## config.mk

```make
export PLATFORM = sky130hd
export DESIGN_NAME = hsi_traffic_color_classifier_flat
export DESIGN_NICKNAME = d
export VERILOG_FILES = /design/src/hdl/htcc_pkg.sv /design/src/hdl/htcc_pix_if.sv /design/src/hdl/htcc_cordic_stage.sv /design/src/hdl/htcc_classify.sv /design/src/hdl/hsi_traffic_color_classifier.sv /design/src/flat_wrapper.sv
export SDC_FILE = /design/constraint.sdc
export NUM_CORES = 2
export LEC_CHECK = 0
export BUFFER_PORTS_ARGS = -buffer_cell sky130_fd_sc_hd__buf_4
export CORE_UTILIZATION = 65
export CTS_CLUSTER_SIZE = 12
export DETAILED_ROUTE_END_ITERATION = 10
export PLACE_DENSITY = 0.78
export SLEW_MARGIN = 15
export SYNTH_ARGS = -nofsm -noshare
export SYNTH_HDL_FRONTEND = slang
export SYNTH_SLANG_ARGS = --single-unit
```

## constraint.sdc

```tcl
create_clock -name i_clk -period 120.5 [get_ports i_clk]
set_clock_uncertainty 0.05 [all_clocks]
set_input_delay 0 -clock i_clk [delete_from_list [all_inputs] [get_ports i_clk]]
set_output_delay 0 -clock i_clk [all_outputs]
set_load 0.05 [all_outputs]
```

## src/hdl/htcc_pkg.sv

```systemverilog
// Package: shared types and constants for the HSI traffic color classifier.
package htcc_pkg;
    localparam int CORDIC_STEPS = 16;
    localparam int XW = 28;
    localparam int SQRT3_Q16 = 113512;
    localparam int NUM_REGS = 8;

    typedef logic signed [XW-1:0] t_vec;

    typedef enum logic [1:0] {
        CLS_RED    = 2'd0,
        CLS_YELLOW = 2'd1,
        CLS_GREEN  = 2'd2,
        CLS_NONE   = 2'd3
    } t_class;

    typedef enum logic [2:0] {
        REG_RED_SAT    = 3'd0,
        REG_RED_INT    = 3'd1,
        REG_YEL_SAT    = 3'd2,
        REG_YEL_INT    = 3'd3,
        REG_GRN_SAT    = 3'd4,
        REG_GRN_INT    = 3'd5,
        REG_GRN_HUE_HI = 3'd6,
        REG_SELECT     = 3'd7
    } t_reg_idx;

    typedef struct packed {
        logic [6:0] red_sat;
        logic [6:0] red_int;
        logic [6:0] yel_sat;
        logic [6:0] yel_int;
        logic [6:0] grn_sat;
        logic [6:0] grn_int;
        logic [6:0] grn_hue_hi;
        logic [1:0] sel;
    } t_cfg;

    // per-pixel side data carried alongside the hue pipeline
    typedef struct packed {
        logic [9:0] sum;
        logic [9:0] chroma;
    } t_side;

    function automatic logic [15:0] atan_q16(input logic [3:0] i);
        case (i)
            4'd0:    atan_q16 = 16'd8192;
            4'd1:    atan_q16 = 16'd4836;
            4'd2:    atan_q16 = 16'd2555;
            4'd3:    atan_q16 = 16'd1297;
            4'd4:    atan_q16 = 16'd651;
            4'd5:    atan_q16 = 16'd326;
            4'd6:    atan_q16 = 16'd163;
            4'd7:    atan_q16 = 16'd81;
            4'd8:    atan_q16 = 16'd41;
            4'd9:    atan_q16 = 16'd20;
            4'd10:   atan_q16 = 16'd10;
            4'd11:   atan_q16 = 16'd5;
            4'd12:   atan_q16 = 16'd3;
            4'd13:   atan_q16 = 16'd1;
            4'd14:   atan_q16 = 16'd1;
            default: atan_q16 = 16'd0;
        endcase
    endfunction
endpackage

```

## src/hdl/htcc_pix_if.sv

```systemverilog
// Interfaces: pixel request channel and class result channel.
interface htcc_pix_if;
    logic       valid;
    logic       ready;
    logic [7:0] red;
    logic [7:0] green;
    logic [7:0] blue;
    modport source (output valid, red, green, blue, input ready);
    modport sink   (input valid, red, green, blue, output ready);
endinterface

interface htcc_cls_if;
    logic       valid;
    logic       ready;
    logic [1:0] color_class;
    logic [7:0] mask_value;
    modport source (output valid, color_class, mask_value, input ready);
    modport sink   (input valid, color_class, mask_value, output ready);
endinterface

```

## src/hdl/htcc_cordic_stage.sv

```systemverilog
// One CORDIC vectoring iteration with pipeline register.
module htcc_cordic_stage
    import htcc_pkg::*;
#(
    parameter int STEP = 0
) (
    input  logic        i_clk,
    input  logic        i_rst_n,
    input  logic        i_en,
    input  logic        i_valid,
    input  t_vec        i_x,
    input  t_vec        i_y,
    input  logic [15:0] i_z,
    input  t_side       i_side,
    output logic        o_valid,
    output t_vec        o_x,
    output t_vec        o_y,
    output logic [15:0] o_z,
    output t_side       o_side
);
    localparam logic [15:0] ANG = atan_q16(4'(STEP));
    t_vec xs, ys;
    assign xs = i_x >>> STEP;
    assign ys = i_y >>> STEP;

    always_ff @(posedge i_clk) begin
        if (!i_rst_n) begin
            o_valid <= 1'b0;
        end else if (i_en) begin
            o_valid <= i_valid;
        end
    end

    always_ff @(posedge i_clk) begin
        if (i_en) begin
            o_side <= i_side;
            if (i_y > 0) begin
                o_x <= i_x + ys;
                o_y <= i_y - xs;
                o_z <= i_z + ANG;
            end else begin
                o_x <= i_x - ys;
                o_y <= i_y + xs;
                o_z <= i_z - ANG;
            end
        end
    end
endmodule

```

## src/hdl/htcc_classify.sv

```systemverilog
// Classification stages: threshold products, then class and mask.
module htcc_classify
    import htcc_pkg::*;
(
    input  logic        i_clk,
    input  logic        i_rst_n,
    input  logic        i_en,
    input  logic        i_valid,
    input  logic [15:0] i_hue,
    input  t_side       i_side,
    input  t_cfg        i_cfg,
    output logic        o_valid,
    output logic [1:0]  o_class,
    output logic [7:0]  o_mask
);
    logic        r_valid;
    logic [5:0]  r_pass;
    logic [2:0]  r_hue_ok;
    logic [1:0]  r_sel;
    logic [16:0] c100, s100;
    logic [22:0] h100;
    logic [5:0]  n_pass;
    logic [2:0]  n_hue_ok;
    t_class      cls;

    assign c100 = 17'(i_side.chroma) * 17'd100;
    assign s100 = 17'(i_side.sum) * 17'd100;
    assign h100 = 23'(i_hue) * 23'd100;

    always_comb begin
        n_pass[0] = c100 > 17'(i_cfg.red_sat) * 17'(i_side.sum);
        n_pass[1] = s100 > 17'(i_cfg.red_int) * 17'd765;
        n_pass[2] = c100 > 17'(i_cfg.yel_sat) * 17'(i_side.sum);
        n_pass[3] = s100 > 17'(i_cfg.yel_int) * 17'd765;
        n_pass[4] = c100 > 17'(i_cfg.grn_sat) * 17'(i_side.sum);
        n_pass[5] = s100 > 17'(i_cfg.grn_int) * 17'd765;
        n_hue_ok[0] = (h100 >= 23'd90 * 23'd65536) || (h100 <= 23'd7 * 23'd65536);
        n_hue_ok[1] = (h100 >= 23'd7 * 23'd65536) && (h100 <= 23'd15 * 23'd65536);
        n_hue_ok[2] = (h100 >= 23'd40 * 23'd65536)
                   && (h100 <= 23'(i_cfg.grn_hue_hi) * 23'd65536);
    end

    always_ff @(posedge i_clk) begin
        if (!i_rst_n) begin
            r_valid <= 1'b0;
            o_valid <= 1'b0;
        end else if (i_en) begin
            r_valid <= i_valid;
            o_valid <= r_valid;
        end
    end

    always_comb begin
        if (r_hue_ok[0] && r_pass[0] && r_pass[1]) begin
            cls = CLS_RED;
        end else if (r_hue_ok[1] && r_pass[2] && r_pass[3]) begin
            cls = CLS_YELLOW;
        end else if (r_hue_ok[2] && r_pass[4] && r_pass[5]) begin
            cls = CLS_GREEN;
        end else begin
            cls = CLS_NONE;
        end
    end

    always_ff @(posedge i_clk) begin
        if (i_en) begin
            r_pass   <= n_pass;
            r_hue_ok <= n_hue_ok;
            r_sel    <= i_cfg.sel;
            o_class  <= cls;
            o_mask   <= (cls == r_sel) ? 8'd255 : 8'd0;
        end
    end
endmodule

```

## src/hdl/hsi_traffic_color_classifier.sv

```systemverilog
// Top level: RGB to HSI traffic light color classifier.
// Path: stage 0 register, the CORDIC stages, threshold register, then output register.
// Throughput: one pixel per cycle while results are taken; a 16-step CORDIC pipeline sets the depth.
// The whole pipeline holds when the output register is full and not taken.
// Reset: synchronous active-low; clears valid bits and loads register defaults.
module hsi_traffic_color_classifier
    import htcc_pkg::*;
(
    input  logic       i_clk,
    input  logic       i_rst_n,
    htcc_pix_if.sink   pix,
    htcc_cls_if.source cls,
    input  logic       i_cfg_we,
    input  logic [2:0] i_cfg_idx,
    input  logic [6:0] i_cfg_data
);
    t_cfg r_cfg;
    logic en;

    always_ff @(posedge i_clk) begin
        if (!i_rst_n) begin
            r_cfg <= '{7'd27, 7'd19, 7'd35, 7'd35, 7'd24, 7'd11, 7'd55, 2'd0};
        end else if (i_cfg_we) begin
            case (t_reg_idx'(i_cfg_idx))
                REG_RED_SAT:    r_cfg.red_sat    <= i_cfg_data;
                REG_RED_INT:    r_cfg.red_int    <= i_cfg_data;
                REG_YEL_SAT:    r_cfg.yel_sat    <= i_cfg_data;
                REG_YEL_INT:    r_cfg.yel_int    <= i_cfg_data;
                REG_GRN_SAT:    r_cfg.grn_sat    <= i_cfg_data;
                REG_GRN_INT:    r_cfg.grn_int    <= i_cfg_data;
                REG_GRN_HUE_HI: r_cfg.grn_hue_hi <= i_cfg_data;
                REG_SELECT:     r_cfg.sel        <= i_cfg_data[1:0];
                default:        r_cfg            <= r_cfg;
            endcase
        end
    end

    assign en = !cls.valid || cls.ready;
    assign pix.ready = en;

    // stage 0: sums, min, initial vector
    logic        r_v0;
    t_vec        r_x0, r_y0;
    logic [15:0] r_z0;
    t_side       r_s0;
    logic [7:0]  mn;
    logic [9:0]  sum;
    logic signed [10:0] dx;
    logic signed [9:0]  dy;
    t_vec        x0, y0;

    always_comb begin
        mn = pix.red;
        if (pix.green < mn) mn = pix.green;
        if (pix.blue < mn) mn = pix.blue;
        sum = 10'(pix.red) + 10'(pix.green) + 10'(pix.blue);
        dx = 11'(2 * 11'(pix.red)) - 11'(pix.green) - 11'(pix.blue);
        dy = 10'(pix.green) - 10'(pix.blue);
        x0 = XW'(dx) <<< 16;
        y0 = XW'(dy) * XW'(SQRT3_Q16);
    end

    always_ff @(posedge i_clk) begin
        if (!i_rst_n) begin
            r_v0 <= 1'b0;
        end else if (en) begin
            r_v0 <= pix.valid;
        end
    end

    always_ff @(posedge i_clk) begin
        if (en) begin
            r_s0.sum    <= sum;
            r_s0.chroma <= sum - 10'(3 * 10'(mn));
            if (dx < 0) begin
                r_x0 <= -x0;
                r_y0 <= -y0;
                r_z0 <= 16'd32768;
            end else begin
                r_x0 <= x0;
                r_y0 <= y0;
                r_z0 <= 16'd0;
            end
        end
    end

    logic        v  [CORDIC_STEPS+1];
    t_vec        xx [CORDIC_STEPS+1];
    t_vec        yy [CORDIC_STEPS+1];
    logic [15:0] zz [CORDIC_STEPS+1];
    t_side       ss [CORDIC_STEPS+1];

    assign v[0]  = r_v0;
    assign xx[0] = r_x0;
    assign yy[0] = r_y0;
    assign zz[0] = r_z0;
    assign ss[0] = r_s0;

    for (genvar g = 0; g < CORDIC_STEPS; g++) begin : g_cordic
        htcc_cordic_stage #(.STEP(g)) u_stage (
            .i_clk   (i_clk),
            .i_rst_n (i_rst_n),
            .i_en    (en),
            .i_valid (v[g]),
            .i_x     (xx[g]),
            .i_y     (yy[g]),
            .i_z     (zz[g]),
            .i_side  (ss[g]),
            .o_valid (v[g+1]),
            .o_x     (xx[g+1]),
            .o_y     (yy[g+1]),
            .o_z     (zz[g+1]),
            .o_side  (ss[g+1])
        );
    end

    logic [15:0] hue;
    assign hue = (ss[CORDIC_STEPS].chroma == 10'd0) ? 16'd0 : zz[CORDIC_STEPS];

    htcc_classify u_classify (
        .i_clk   (i_clk),
        .i_rst_n (i_rst_n),
        .i_en    (en),
        .i_valid (v[CORDIC_STEPS]),
        .i_hue   (hue),
        .i_side  (ss[CORDIC_STEPS]),
        .i_cfg   (r_cfg),
        .o_valid (cls.valid),
        .o_class (cls.color_class),
        .o_mask  (cls.mask_value)
    );

`ifndef SYNTH
    a_mask_only_values: assert property (@(posedge i_clk) disable iff (!i_rst_n)
        cls.valid |-> (cls.mask_value == 8'd0 || cls.mask_value == 8'd255))
        else $error("mask value not 0 or 255");
    a_stall_holds: assert property (@(posedge i_clk) disable iff (!i_rst_n)
        (cls.valid && !cls.ready) |=> (cls.valid && $stable(cls.color_class)))
        else $error("result changed under stall");
    a_ready_on_empty: assert property (@(posedge i_clk) disable iff (!i_rst_n)
        !cls.valid |-> pix.ready)
        else $error("request blocked with empty output");
`endif
endmodule

```

## src/flat_wrapper.sv

```systemverilog
// flat-port wrapper written by rule: the top's interface ports become plain ports
module hsi_traffic_color_classifier_flat import htcc_pkg::*;
  (i_clk, i_rst_n, i_cfg_we, i_cfg_idx, i_cfg_data, pix_valid, pix_red, pix_green, pix_blue, pix_ready, cls_valid, cls_color_class, cls_mask_value, cls_ready);
  htcc_pix_if pix_i ();
  htcc_cls_if cls_i ();
  input  logic i_clk;
  input  logic i_rst_n;
  input  logic i_cfg_we;
  input  logic [2:0] i_cfg_idx;
  input  logic [6:0] i_cfg_data;
  input wire logic [$bits(pix_i.valid)-1:0] pix_valid;
  input wire logic [$bits(pix_i.red)-1:0] pix_red;
  input wire logic [$bits(pix_i.green)-1:0] pix_green;
  input wire logic [$bits(pix_i.blue)-1:0] pix_blue;
  output wire logic [$bits(pix_i.ready)-1:0] pix_ready;
  output wire logic [$bits(cls_i.valid)-1:0] cls_valid;
  output wire logic [$bits(cls_i.color_class)-1:0] cls_color_class;
  output wire logic [$bits(cls_i.mask_value)-1:0] cls_mask_value;
  input wire logic [$bits(cls_i.ready)-1:0] cls_ready;
  assign pix_i.valid = pix_valid;
  assign pix_i.red = pix_red;
  assign pix_i.green = pix_green;
  assign pix_i.blue = pix_blue;
  assign pix_ready = pix_i.ready;
  assign cls_valid = cls_i.valid;
  assign cls_color_class = cls_i.color_class;
  assign cls_mask_value = cls_i.mask_value;
  assign cls_i.ready = cls_ready;
  hsi_traffic_color_classifier u_core (.i_clk(i_clk), .i_rst_n(i_rst_n), .pix(pix_i), .cls(cls_i), .i_cfg_we(i_cfg_we), .i_cfg_idx(i_cfg_idx), .i_cfg_data(i_cfg_data));
endmodule
```

==> results.md <==
- Die Width: 422 µm
- Filler Cell Count: 13000
- Adder-Cell Fraction of Synth Area: 21.0%
- Die area: 178000 µm²
- Mux cell area share after synthesis: 0.448%
- Status: complete, no violations
- XOR/XNOR Fraction of Synth Area: 10.7%
- Most frequent CP cell: a21o_1
- Post-synth EDFFs: 1335
- Commonest non-fill, non-tap cell in the layout: ha_1
- Die Y-Extent: 422 µm
- FFs w/ async S/R, synth: 0%
- Slowest CP cell: nor4_1
- CP max FO: 8
- Cell row count: 153
- Arr. time, crit path: 8.73 ns
- Slew @ Worst Pin: 1.11 ns
- Post-CTS setup buffer count: 0
- Largest family of logic cells by synthesized area: adder cells
- Total CTS buffers: 156
- Dpl cell area: 118000 µm²
- Dpl cells: 13700
- Synth Register Bits: 1405
- Latest clock arrival within the worst-skew pair: 0.83 ns
- GRT Overall Usage: 31.1%
- Via count: 86100
- H-tree levels: 4
- F_max: 122 MHz
- Clk sinks: 1405
- Crit-path leading delay family: adder cells
- Nets: 13300
- Register area share after synthesis: 36.2%
- Final Hold Vio Count: 0
- Synth Area in Compound Gates: 15.3%
- Avg Cell Area, Syn: 10.0 µm²
- Final ANT Viol Nets: 0
- Layout area overhead: 7.39%
- Initial antenna violation count: 3
- Initial DRC Count: 6822
- CTS tree: done
- Layout cells sized above 1: 3.99%
- Yosys warnings: 0
- Cell depth of the worst setup path: 29
- Number of port buffers: 50
- Most frequent cells in the layout: ha_1 (1470), edfxtp_1 (1335), xnor2_1 (955)
- Worst Hold Class: input port to register
- Finished Core Util: 70.5%
- Largest stage delay on the critical path: 0.83 ns
- Max_slew headroom: 26.1%
- Finish-stage setup viols: 0
- First-pass GRT wire length: 446000 µm
- Yosys top cell area share: 35.0%
- Design area: 123000 µm²
- RSZ-0062 raised after global routing: false
- Number of global-route vias before repair: 85200
- WP buf/inv: 5
- Worst setup SP type: input port
- Reg2Reg Depth: 20
- Netlist cell types: 93
- DRC: 0
- Setup TNS: 0 ns
- Synth Flop Type: edfxtp_1
- Routed WL: 280000 µm
- Final period utilization: 6.82%
- Worst Setup End Kind: register
- Antenna cells: 0
- GRT overflow: 0
- GPL Wtd Cong: 0.979
- Mapped Area: 115000 µm²
- Max-cap viol count: 0
- Simple-Gate Fraction of Synth Area: 12.7%
- Drt pass-1 iters: 6
- Hold Crit Depth: 6
- Synthesized instance count: 11400
- Clock slew at reported path FFs: 0.05 ns
- CTS Root Buffer Type: clkbuf_16
- Clock Tree Buf Depth: 3
- Crit path required time: 121.01 ns
- Dpl hpwl: 218000 µm
- Synth area leader: edfxtp_1
- # IOs: 51
- Avg WL per Cell: 20.0 µm
- Core ar.: 175000 µm²
- Vias/cell: 6.16
- Count of pins over their slew limit: 0
- Min Clock Period, post-route: 8.22 ns
- Finished Layout Cells: 14000
- Largest net degree at the start of global routing: 179
- Starting density of the core: 65.6%
- Kind of critical path: input port to register
- Synth area leaders: edfxtp_1 (35%), ha_1 (16%), xnor2_1 (7.3%)
[final cells by class]
type | instances | area, µm² | share of cell area, %
multi-input cells | 8919 | 69000 | 56.1
flip-flops and latches | 1405 | 41500 | 33.7
clock buffers | 192 | 4120 | 3.34
inverters | 898 | 3380 | 2.75
well taps | 2325 | 2910 | 2.36
repair buffers | 155 | 1320 | 1.07
clock inverters | 76 | 861 | 0.699
[registers in the layout (all words and copies together) (netlist names), 2 cells and up]
signal / count
u_core.u_classify.r_pass: 6
u_core.g_cordic.u_stage.o_x: 345
u_core.r_y0: 25
u_core.r_s0: 20
u_core.u_classify.r_hue_ok: 3
u_core.u_classify.o_class: 2
u_core.g_cordic.u_stage.o_side: 320
u_core.r_x0: 11
u_core.r_cfg: 51
u_core.u_classify.r_sel: 2
u_core.g_cordic.u_stage.o_z: 214
u_core.g_cordic.u_stage.o_valid: 16
u_core.g_cordic.u_stage.o_y: 385
[what timing repair did]
item,in CTS,in global routing
hold buffers,49,0
endpoints found under the hold margin,92,0
gates resized for setup,0,0
[final timing paths]
kind / start / endpoint / slack, ns
worst max-delay path: pix_blue[1] / u_core.r_y0[25] / 112.28
worst min-delay path: pix_green[0] / u_core.r_x0[17] / 0.05
worst min register to register: u_core.g_cordic[11].u_stage.o_side[11] / u_core.g_cordic[12].u_stage.o_side[11] / 0.35
worst max register to register: u_core.g_cordic[8].u_stage.o_y[12] / u_core.g_cordic[9].u_stage.o_x[26] / 112.88
[layer usage]
layer	wire (µm)	part of all wire, %	GRT usage, %
met1	116000	41	39.0
met2	134000	48	53.3
met3	16400	5.9	4.49
met4	12800	4.6	13.4
met5	17	0.0061	0
[cell usage after synthesis (all sizes together) (19+ instances only)]
master   number
o21bai      129
nand3       188
and2        124
o21ai       607
o41ai        75
o211ai       55
nor4         98
a21oi       788
xnor2       956
a211oi       76
mux2i        40
or3          84
nor2b       152
ha         1470
nand4b       19
nand2b      147
a21o        346
dfxtp        70
buf          22
fa          286
nor2        788
o31a         19
or4          57
a2111oi      25
nand4        63
a211o        22
clkbuf      177
a21boi      107
or2          48
a31o         45
o31ai       110
and3        104
a221oi       20
a31oi        59
nand2       752
nor3        261
xor2        444
nand3b       20
inv         894
edfxtp     1335
o21a        127
[cell families after synthesis]
group                      after synthesis
buffers and inverters                 1097
muxes                                   50
other                                    1
adders and majority gates             1756
DFF                                   1405
and+or+nand+nor                       2970
AOI/OAI and AO/OA                     2741
xor gates and xnor gates              1400
[tightest hold or removal path, cell delays in order]
cell and delay [ns]:
buf_4 0.12, inv_1 0.13, ha_1 0.27, ha_1 0.17
nand2_1 0.04, o21ai_0 0.07
[through the flow]
step / worst slack (ns) / hold WS (ns)
6_report: 112.28 / 0.0474
5_1_grt: 111.71 / 0.106
4_1_cts: 112.35 / 0.000476
3_5_place_dp: 112.04 / 0.229
3_3_place_gp: 112.13 / 0.225
2_1_floorplan: 80.98 / 0.0740
Power is left out: the tool's default activity adds up to more than one toggle a clock period on the data nets, which glitch-free logic cannot reach.
